## src/design/rwr_pkg.sv

```systemverilog
// Package for the reorder window receiver.
// Holds window sizing, stage and status codes, and controller/datapath structs.
// No dependencies.
`timescale 1ns / 1ps

package rwr_pkg;

  localparam int WINDOW_SLOTS = 64;
  localparam int SLOT_W       = $clog2(WINDOW_SLOTS);
  localparam int TGT_W        = SLOT_W + 1;
  localparam int DESC_W       = 27;

  localparam logic [10:0] MAX_PAYLOAD = 11'd1460;
  localparam logic [2:0]  STAGE_FIN   = 3'd4;

  typedef enum logic [1:0] {
    ST_STORED = 2'd0,
    ST_DUP    = 2'd1,
    ST_OUTWIN = 2'd2,
    ST_FIN    = 2'd3
  } status_t;

  typedef enum logic [2:0] {
    S_IDLE  = 3'b001,
    S_CHECK = 3'b010,
    S_WALK  = 3'b100
  } state_t;

  typedef struct packed {
    logic load_in;
    logic emit_status;
    logic store;
    logic emit_first;
    logic emit_walk;
  } cmd_t;

  typedef struct packed {
    logic out_free;
    logic in_order;
    logic store_ok;
    logic next_empty;
  } sts_t;

endpackage

```

## src/design/reorder_window_receiver_unit.sv

```systemverilog
// Top level of the reorder window receiver.
// Instantiates rwr_ctrl and rwr_datapath; depends on rwr_pkg.
//
//  channel | dir | tdata (low bit up)                         | tuser                | tlast
//  in_     | in  | seq_number, payload_bytes, payload_handle  | stage_code           | -
//  out_    | out | release_handle, release_bytes, ack_number  | release_valid,status | last_of_run
//
// An input word is accepted in S_IDLE and classified in S_CHECK when the output register is free.
// An in-order word then releases one stored slot per cycle, while out_ is not stalled, from the
// descriptor memory's registered read port until the next slot is empty.
// A stall on out_ holds the controller; in_tready is high only between words.
// Synchronous active-low reset clears the expected number and all slot valid bits.
`timescale 1ns / 1ps

module reorder_window_receiver_unit (
  input  logic        clk,
  input  logic        rst_n,
  input  logic        in_tvalid,
  output logic        in_tready,
  input  logic [63:0] in_tdata,    // seq_number[31:0], payload_bytes[42:32], payload_handle[58:43]
  input  logic [2:0]  in_tuser,    // stage_code[2:0]
  output logic        out_tvalid,
  input  logic        out_tready,
  output logic [63:0] out_tdata,   // release_handle[15:0], release_bytes[26:16], ack_number[58:27]
  output logic [2:0]  out_tuser,   // release_valid[0], status_code[2:1]
  output logic        out_tlast
);
  import rwr_pkg::*;

  cmd_t cmd;
  sts_t sts;

  rwr_ctrl u_ctrl (
    .clk       (clk),
    .rst_n     (rst_n),
    .in_tvalid (in_tvalid),
    .in_tready (in_tready),
    .sts       (sts),
    .cmd       (cmd)
  );

  rwr_datapath u_dp (
    .clk        (clk),
    .rst_n      (rst_n),
    .in_tdata   (in_tdata),
    .in_tuser   (in_tuser),
    .cmd        (cmd),
    .sts        (sts),
    .out_tvalid (out_tvalid),
    .out_tready (out_tready),
    .out_tdata  (out_tdata),
    .out_tuser  (out_tuser),
    .out_tlast  (out_tlast)
  );

endmodule

```

## src/design/rwr_ctrl.sv

```systemverilog
// Controller state machine for the reorder window receiver.
// Sequences accept, classify and in-order release walk; depends on rwr_pkg.
`timescale 1ns / 1ps

module rwr_ctrl (
  input  logic          clk,
  input  logic          rst_n,
  input  logic          in_tvalid,
  output logic          in_tready,
  input  rwr_pkg::sts_t sts,
  output rwr_pkg::cmd_t cmd
);
  import rwr_pkg::*;

  state_t state_r, state_nxt;

  always_comb begin
    state_nxt = state_r;
    cmd       = '0;
    in_tready = 1'b0;
    case (state_r)
      S_IDLE: begin
        in_tready = 1'b1;
        if (in_tvalid) begin
          cmd.load_in = 1'b1;
          state_nxt   = S_CHECK;
        end
      end
      S_CHECK: begin
        if (sts.out_free) begin
          if (sts.in_order) begin
            cmd.emit_first = 1'b1;
            state_nxt      = sts.next_empty ? S_IDLE : S_WALK;
          end else begin
            cmd.emit_status = 1'b1;
            cmd.store       = sts.store_ok;
            state_nxt       = S_IDLE;
          end
        end
      end
      S_WALK: begin
        if (sts.out_free) begin
          cmd.emit_walk = 1'b1;
          if (sts.next_empty) begin
            state_nxt = S_IDLE;
          end
        end
      end
      default: begin
        state_nxt = S_IDLE;
      end
    endcase
  end

  always_ff @(posedge clk) begin
    if (!rst_n) begin
      state_r <= S_IDLE;
    end else begin
      state_r <= state_nxt;
    end
  end

  a_single_emit: assert property (@(posedge clk) disable iff (!rst_n)
    $onehot0({cmd.emit_status, cmd.emit_first, cmd.emit_walk}))
    else $error("more than one emit command");

  a_store_with_status: assert property (@(posedge clk) disable iff (!rst_n)
    cmd.store |-> cmd.emit_status)
    else $error("store without status result");

  a_walk_follows: assert property (@(posedge clk) disable iff (!rst_n)
    (state_r == S_WALK) |-> $past(cmd.emit_first) || $past(cmd.emit_walk)
                            || $past(state_r == S_WALK))
    else $error("walk entered without a release");

endmodule

```

## src/design/rwr_datapath.sv

```systemverilog
// Datapath for the reorder window receiver: input word, expected number,
// slot valid bits, descriptor memory and output register. Depends on rwr_pkg.
`timescale 1ns / 1ps

module rwr_datapath (
  input  logic          clk,
  input  logic          rst_n,
  input  logic [63:0]   in_tdata,    // seq_number, payload_bytes, payload_handle
  input  logic [2:0]    in_tuser,    // stage_code
  input  rwr_pkg::cmd_t cmd,
  output rwr_pkg::sts_t sts,
  output logic          out_tvalid,
  input  logic          out_tready,
  output logic [63:0]   out_tdata,   // release_handle, release_bytes, ack_number
  output logic [2:0]    out_tuser,   // release_valid, status_code
  output logic          out_tlast
);
  import rwr_pkg::*;

  logic [2:0]        stage_r;
  logic [31:0]       seq_r;
  logic [10:0]       bytes_r;
  logic [15:0]       handle_r;
  logic [31:0]       exp_r;
  logic [SLOT_W-1:0] slot_r;
  logic [WINDOW_SLOTS-1:0] filled_r;
  logic [DESC_W-1:0] mem [WINDOW_SLOTS];
  logic [DESC_W-1:0] mem_q_r;

  logic              ov_r;
  logic              o_rv_r;
  logic [15:0]       o_handle_r;
  logic [10:0]       o_bytes_r;
  logic [31:0]       o_ack_r;
  status_t           o_stat_r;
  logic              o_last_r;

  logic [10:0]       in_bytes_sat;
  logic [31:0]       diff;
  logic              is_fin, behind, outwin, taken;
  logic [TGT_W-1:0]  tgt_sum;
  logic [SLOT_W-1:0] tgt_slot;
  logic [SLOT_W-1:0] next_slot;
  logic [SLOT_W-1:0] rd_addr;
  logic              advance;
  logic              emit;
  status_t           stat;

  assign in_bytes_sat = (in_tdata[42:32] > MAX_PAYLOAD) ? MAX_PAYLOAD : in_tdata[42:32];

  assign diff    = seq_r - exp_r;
  assign is_fin  = (stage_r == STAGE_FIN);
  assign behind  = (seq_r < exp_r);
  assign outwin  = (diff >= 32'(WINDOW_SLOTS));
  assign tgt_sum = {1'b0, slot_r} + {1'b0, diff[SLOT_W-1:0]};
  assign tgt_slot = (tgt_sum >= TGT_W'(WINDOW_SLOTS))
                    ? SLOT_W'(tgt_sum - TGT_W'(WINDOW_SLOTS)) : tgt_sum[SLOT_W-1:0];
  assign taken   = filled_r[tgt_slot];
  assign next_slot = (slot_r == SLOT_W'(WINDOW_SLOTS - 1)) ? '0 : slot_r + SLOT_W'(1);

  always_comb begin
    if (is_fin) begin
      stat = ST_FIN;
    end else if (behind) begin
      stat = ST_DUP;
    end else if (outwin) begin
      stat = ST_OUTWIN;
    end else if (taken) begin
      stat = ST_DUP;
    end else begin
      stat = ST_STORED;
    end
  end

  assign advance = cmd.emit_first | cmd.emit_walk;
  assign emit    = advance | cmd.emit_status;
  assign rd_addr = advance ? next_slot : slot_r;

  assign sts.out_free   = !ov_r || out_tready;
  assign sts.in_order   = !is_fin && !behind && !outwin && (diff == 32'd0);
  assign sts.store_ok   = !is_fin && !behind && !outwin && !taken && (diff != 32'd0);
  assign sts.next_empty = !filled_r[next_slot];

  always_ff @(posedge clk) begin
    if (cmd.load_in) begin
      stage_r  <= in_tuser;
      seq_r    <= in_tdata[31:0];
      bytes_r  <= in_bytes_sat;
      handle_r <= in_tdata[58:43];
    end
    if (cmd.store) begin
      mem[tgt_slot] <= {handle_r, bytes_r};
    end
    mem_q_r <= mem[rd_addr];
    if (emit) begin
      o_rv_r   <= advance;
      o_ack_r  <= advance ? exp_r : exp_r - 32'd1;
      o_stat_r <= advance ? ST_STORED : stat;
      o_last_r <= advance ? sts.next_empty : 1'b1;
      case (1'b1)
        cmd.emit_first: begin
          o_handle_r <= handle_r;
          o_bytes_r  <= bytes_r;
        end
        cmd.emit_walk: begin
          o_handle_r <= mem_q_r[26:11];
          o_bytes_r  <= mem_q_r[10:0];
        end
        default: begin
          o_handle_r <= '0;
          o_bytes_r  <= '0;
        end
      endcase
    end
  end

  always_ff @(posedge clk) begin
    if (!rst_n) begin
      exp_r    <= '0;
      slot_r   <= '0;
      filled_r <= '0;
      ov_r     <= 1'b0;
    end else begin
      if (advance) begin
        exp_r  <= exp_r + 32'd1;
        slot_r <= next_slot;
      end
      if (cmd.store) begin
        filled_r[tgt_slot] <= 1'b1;
      end
      if (cmd.emit_walk) begin
        filled_r[slot_r] <= 1'b0;
      end
      if (emit) begin
        ov_r <= 1'b1;
      end else if (out_tready) begin
        ov_r <= 1'b0;
      end
    end
  end

  assign out_tvalid = ov_r;
  assign out_tdata  = {5'd0, o_ack_r, o_bytes_r, o_handle_r};
  assign out_tuser  = {o_stat_r, o_rv_r};
  assign out_tlast  = o_last_r;

  a_no_overwrite: assert property (@(posedge clk) disable iff (!rst_n)
    emit |-> (!ov_r || out_tready))
    else $error("result word overwritten");

  a_store_free_slot: assert property (@(posedge clk) disable iff (!rst_n)
    cmd.store |-> !filled_r[tgt_slot])
    else $error("store into filled slot");

  a_walk_filled: assert property (@(posedge clk) disable iff (!rst_n)
    cmd.emit_walk |-> filled_r[slot_r])
    else $error("release of empty slot");

  a_slot_tracks_seq: assert property (@(posedge clk) disable iff (!rst_n)
    advance |=> (exp_r == $past(exp_r) + 32'd1) && (slot_r != $past(slot_r)))
    else $error("expected number and slot out of step");

endmodule

```

## config.mk

```make
export PLATFORM = sky130hd
export DESIGN_NAME = reorder_window_receiver_unit
export DESIGN_NICKNAME = d
export VERILOG_FILES = /design/src/design/rwr_pkg.sv /design/src/design/reorder_window_receiver_unit.sv /design/src/design/rwr_ctrl.sv /design/src/design/rwr_datapath.sv
export SDC_FILE = /design/constraint.sdc
export NUM_CORES = 2
export LEC_CHECK = 0
export BUFFER_PORTS_ARGS = -buffer_cell sky130_fd_sc_hd__buf_2
export CORE_ASPECT_RATIO = 1.4
export CORE_MARGIN = 2
export CORE_UTILIZATION = 60
export CTS_CLUSTER_SIZE = 16
export DETAILED_ROUTE_END_ITERATION = 12
export PLACE_DENSITY_LB_ADDON = 0.25
export SLEW_MARGIN = 20
export SYNTH_ARGS = -nofsm -noshare
export SYNTH_HDL_FRONTEND = slang
export SYNTH_SLANG_ARGS = --single-unit
```

## constraint.sdc

```tcl
create_clock -name clk -period 7.59 [get_ports clk]
set_clock_uncertainty 0.05 [all_clocks]
set_input_delay 1.518 -clock clk [delete_from_list [all_inputs] [get_ports clk]]
set_output_delay 1.518 -clock clk [all_outputs]
set_load 0.05 [all_outputs]
```

==> impl_metrics.csv <==
group,metric,value,unit
critical_path,critical_path.max_fanout,54,
cts,cts.reportedPaths.clkPinSlew,0.07,ns
synth,synth_compound_gate_area_share,14.5,%
power_and_ir_drop,ir_drop,0.239,mV
critical_path,cp.depth,18,
floorplan,chipWidth,312,um
layout,mostFrequentLayoutCells,"1853 x sky130_fd_sc_hd__edfxtp_1, 910 x sky130_fd_sc_hd__nand2_1, 857 x sky130_fd_sc_hd__a21oi_1",
synth,synth-simple-area-share,7.24,%
cts,cts_buffers,176,
power_and_ir_drop,power_switching,5.52,mW
power_and_ir_drop,comb_power_share,9.2,%
synth,post_synth_instance_area,0.0798,mm2
routing,via_per_inst,6.79,
layout,fill_cells,8667,
timing,timing_worst_slew_pin_value,1.25,ns
critical_path,cp-end-kind,"register",
layout,layout.cells.most_common,"sky130_fd_sc_hd__edfxtp_1",
critical_path,timing.critical_path.required,8.18,ns
layout,final_util,67.9,%
timing,layout_min_cycle_time,6.92,ns
synth,synth.yosys.seq_area_share,73.1,%
synth,synth_flop_cell,"sky130_fd_sc_hd__edfxtp_1",
timing,fmaxAchievable,0.145,GHz
floorplan,num_io_pins,141,
routing,drcViolationCount,0,
run,cap_violations,0,
timing,post-route-period-util,91.1,%
critical_path,crit_type,"register to register",
synth,ys_async_sr_fraction,0,%
synth,ys.warnings.count,0,
power_and_ir_drop,p_int,17.8,mW
timing,final-max-slew-violation-count,0,
cts,setup_fix_buffers_added_after_clock_tree_synthesis,0,
routing,detailedRoute.firstPassIterationCount,6,
grt,global_route.usage.total,32.2,%
synth,synth.lib_cells_used.distinct,88,
synth,synth_seq_cells,1986,
critical_path,startpoint_type,"register",
status,status,"finished, final reports clean",
routing,num_vias,52600,
timing,totalNegativeSetupSlack,0,ns
grt,antenna_found_initial,7,
synth,post_synth_main_area_contributors,"sky130_fd_sc_hd__edfxtp_1 70%, sky130_fd_sc_hd__a21oi_1 5.4%, sky130_fd_sc_hd__nand2_1 4.3%",
synth,yosys.area_share.adder,0.678,%
min_path,timing.hold.worst.class,"register to register",
timing,setup_viol,0,
layout,layout_net_count,5955,
timing,slew-limit-headroom,15.6,%
grt,grt_start_max_net_pins,119,
power_and_ir_drop,p_per_area,260,mW/mm2
place,place_hpwl,131,mm
synth,synth_xor_xnor_area_share,0.874,%
place,gp_congestion,0.934,
timing,holdWs,0.491,ns
synth,yosys-mux-area-fraction,0.963,%
cts,numClockSinks,1986,
power_and_ir_drop,pwr-share-seq,53.2,%
power_and_ir_drop,power.clock.fraction,37.7,%
synth,post_synth.cell_area_avg,14.0,um2
min_path,holdPathStages,1,
routing,drt_wl_total,223,mm
routing,drt_iter0_drc,7004,
critical_path,critical_path.max_stage_delay,1.09,ns
floorplan,core.rowCount,158,
critical_path,worstPathCellList,"inv_1, ha_1, a21oi_1, o21ai_0, a221oi_1, nand2_1, mux2i_1, o2111ai_1, or4b_4, nor4_4, buf_4, o21ai_4, buf_4, and3_1, a211oi_1, a211oi_1, o41ai_1, nand4_1",
floorplan,start_util,60.3,%
place,placement.io_buffers,130,
critical_path,reg2reg_depth,18,
routing,postRouteAntennaNets,0,
synth,synthesis.instances,5700,
cts,clock_latency,0.81,ns
layout,flow.area_growth_from_synthesis,12.6,%
critical_path,cp_top_family,"compound AO/OA/AOI/OAI gates",
floorplan,floorplan.core_area,0.132,mm2
critical_path,arrival,7.51,ns
floorplan,die_area,0.136,mm2
grt,grt_pass1_wl,324,mm
cts,holdBufCountCts,0,
synth,yosysTopAreaCell,"sky130_fd_sc_hd__edfxtp_1",
layout,share_of_cells_above_drive_strength_1,14.0,%
cts,clockRootBuffer,"sky130_fd_sc_hd__clkbuf_16",
cts,cts_tree,"yes",
floorplan,die_h,435,um
cts,cts_resized,0,
synth,number_of_flops_mapped_to_enable_cells_by_yosys,1853,
grt,gr-total-overflow,0,
synth,yosysTopAreaCellShare,69.8,%
synth,synth_top_family_by_area,"compound AO/OA/AOI/OAI gates",
power_and_ir_drop,leakage_power_total,27.8,nW
routing,wl_per_cell,28.7,um
critical_path,critical_path.slowest_cell,"sky130_fd_sc_hd__o41ai_1",
critical_path,cp.buffers_inverters,3,
cts,clock_path_buffers,3,
cts,cts.htree.levels,4,
timing,timing.final.hold_violations,0,
timing,rsz0062_at_grt,"no",
grt,grt_pass1_vias,50900,
power_and_ir_drop,switching_share,23.6,%
==> power groups by stage <==
stage / Clock (mW) / Combinational (mW) / Sequential [mW]
floorplan: 0 / 1.05 / 12.9
finish: 8.80 / 2.14 / 12.4
global placement: 0 / 2.03 / 12.6
global route: 9.23 / 2.28 / 12.4
detailed placement: 0 / 2.07 / 12.7
CTS: 8.84 / 2.09 / 12.4
==> final timing paths <==
check / from / endpoint / slack, ns
worst max-delay path: u_dp.exp_r[9] / u_dp.mem_q_r[17] / 0.67
worst min-delay path: u_dp.mem_q_r[23] / u_dp.o_handle_r[12] / 0.49
worst max register to register: u_dp.exp_r[9] / u_dp.mem_q_r[17] / 0.67
worst min register to register: u_dp.mem_q_r[23] / u_dp.o_handle_r[12] / 0.49
==> cells in the mapped netlist (5+ instances only) <==
library cell	n
sky130_fd_sc_hd__edfxtp_1	1853
sky130_fd_sc_hd__nand2_1	910
sky130_fd_sc_hd__a21oi_1	859
sky130_fd_sc_hd__a221oi_1	382
sky130_fd_sc_hd__clkbuf_1	241
sky130_fd_sc_hd__buf_2	164
sky130_fd_sc_hd__nor2_1	155
sky130_fd_sc_hd__dfxtp_1	133
sky130_fd_sc_hd__a211oi_1	124
sky130_fd_sc_hd__o41ai_1	108
sky130_fd_sc_hd__xnor2_1	70
sky130_fd_sc_hd__and3_1	62
sky130_fd_sc_hd__nand4_1	57
sky130_fd_sc_hd__o221a_2	52
sky130_fd_sc_hd__inv_1	50
sky130_fd_sc_hd__o21ai_0	46
sky130_fd_sc_hd__ha_1	40
sky130_fd_sc_hd__nand3_1	36
sky130_fd_sc_hd__nor3_1	36
sky130_fd_sc_hd__a22o_1	29
sky130_fd_sc_hd__mux4_2	24
sky130_fd_sc_hd__and2_1	18
sky130_fd_sc_hd__buf_4	17
sky130_fd_sc_hd__mux2i_1	16
sky130_fd_sc_hd__nand2b_1	15
sky130_fd_sc_hd__a21o_1	12
sky130_fd_sc_hd__o21a_1	12
sky130_fd_sc_hd__nor4_1	11
sky130_fd_sc_hd__o221a_1	11
sky130_fd_sc_hd__or3_1	9
sky130_fd_sc_hd__nor2b_1	8
sky130_fd_sc_hd__buf_1	7
sky130_fd_sc_hd__xor2_1	7
sky130_fd_sc_hd__a31oi_1	6
sky130_fd_sc_hd__buf_6	6
sky130_fd_sc_hd__mux2_2	6
sky130_fd_sc_hd__o211ai_1	6
sky130_fd_sc_hd__o21bai_1	6
sky130_fd_sc_hd__o22ai_1	6
sky130_fd_sc_hd__or2_2	6
sky130_fd_sc_hd__a2111oi_0	5
sky130_fd_sc_hd__a311oi_1	5
sky130_fd_sc_hd__nand3b_1	5
sky130_fd_sc_hd__or3b_1	5
==> cells by family (layout without fill, tap and decap cells) <==
group / after synthesis / after routing
DFF: 1986 / 1986
AOI/OAI and AO/OA: 1709 / 1709
and+or+nand+nor: 1350 / 1350
buffers and inverters: 488 / 769
xor gates and xnor gates: 78 / 78
muxes: 46 / 46
adders and majority gates: 42 / 42
other: 1 / 6
==> per-stage QoR <==
stage / worst slack, ns / instances / total power, mW / instance area (um2)
after floorplan: 1.56 / 5704 / 13.9 / 79800
after global placement: 0.864 / 7423 / 14.7 / 84100
after detailed placement: 0.817 / 7423 / 14.7 / 84100
after CTS: 0.795 / 7744 / 23.3 / 89800
after global routing: 0.382 / 7745 / 23.9 / 89800
final: 0.673 / 7746 / 23.3 / 89900
==> flip-flops by register name, summed over array words and instances (netlist names), 16 cells and up <==
signal           flops
u_dp.mem          1728
u_dp.filled_r       64
u_dp.exp_r          32
u_dp.o_ack_r        32
u_dp.seq_r          32
u_dp.mem_q_r        27
u_dp.handle_r       16
u_dp.o_handle_r     16
==> final cells by class <==
| class | instances | area (um2) | share of cell area [%] |
|---|---|---|---|
| Sequential cell | 1986 | 58300 | 64.9 |
| Multi-Input combinational cell | 3230 | 20000 | 22.2 |
| Clock buffer | 233 | 4890 | 5.44 |
| Timing Repair Buffer | 396 | 3520 | 3.92 |
| Tap cell | 1760 | 2200 | 2.45 |
| Clock inverter | 88 | 763 | 0.849 |
| Inverter | 52 | 195 | 0.217 |
| Antenna cell | 1 | 2.50 | 0.00279 |
==> metal layers <==
metal  track usage, %  up-vias  routed length [um]
met5                0        -                  43
met4             17.0        8               12300
met3             5.44      621               21900
met2             52.9     3339              108000
met1             41.4    26100               80100
li1                 -    22500                   -
(Power assumes the default switching activity.)
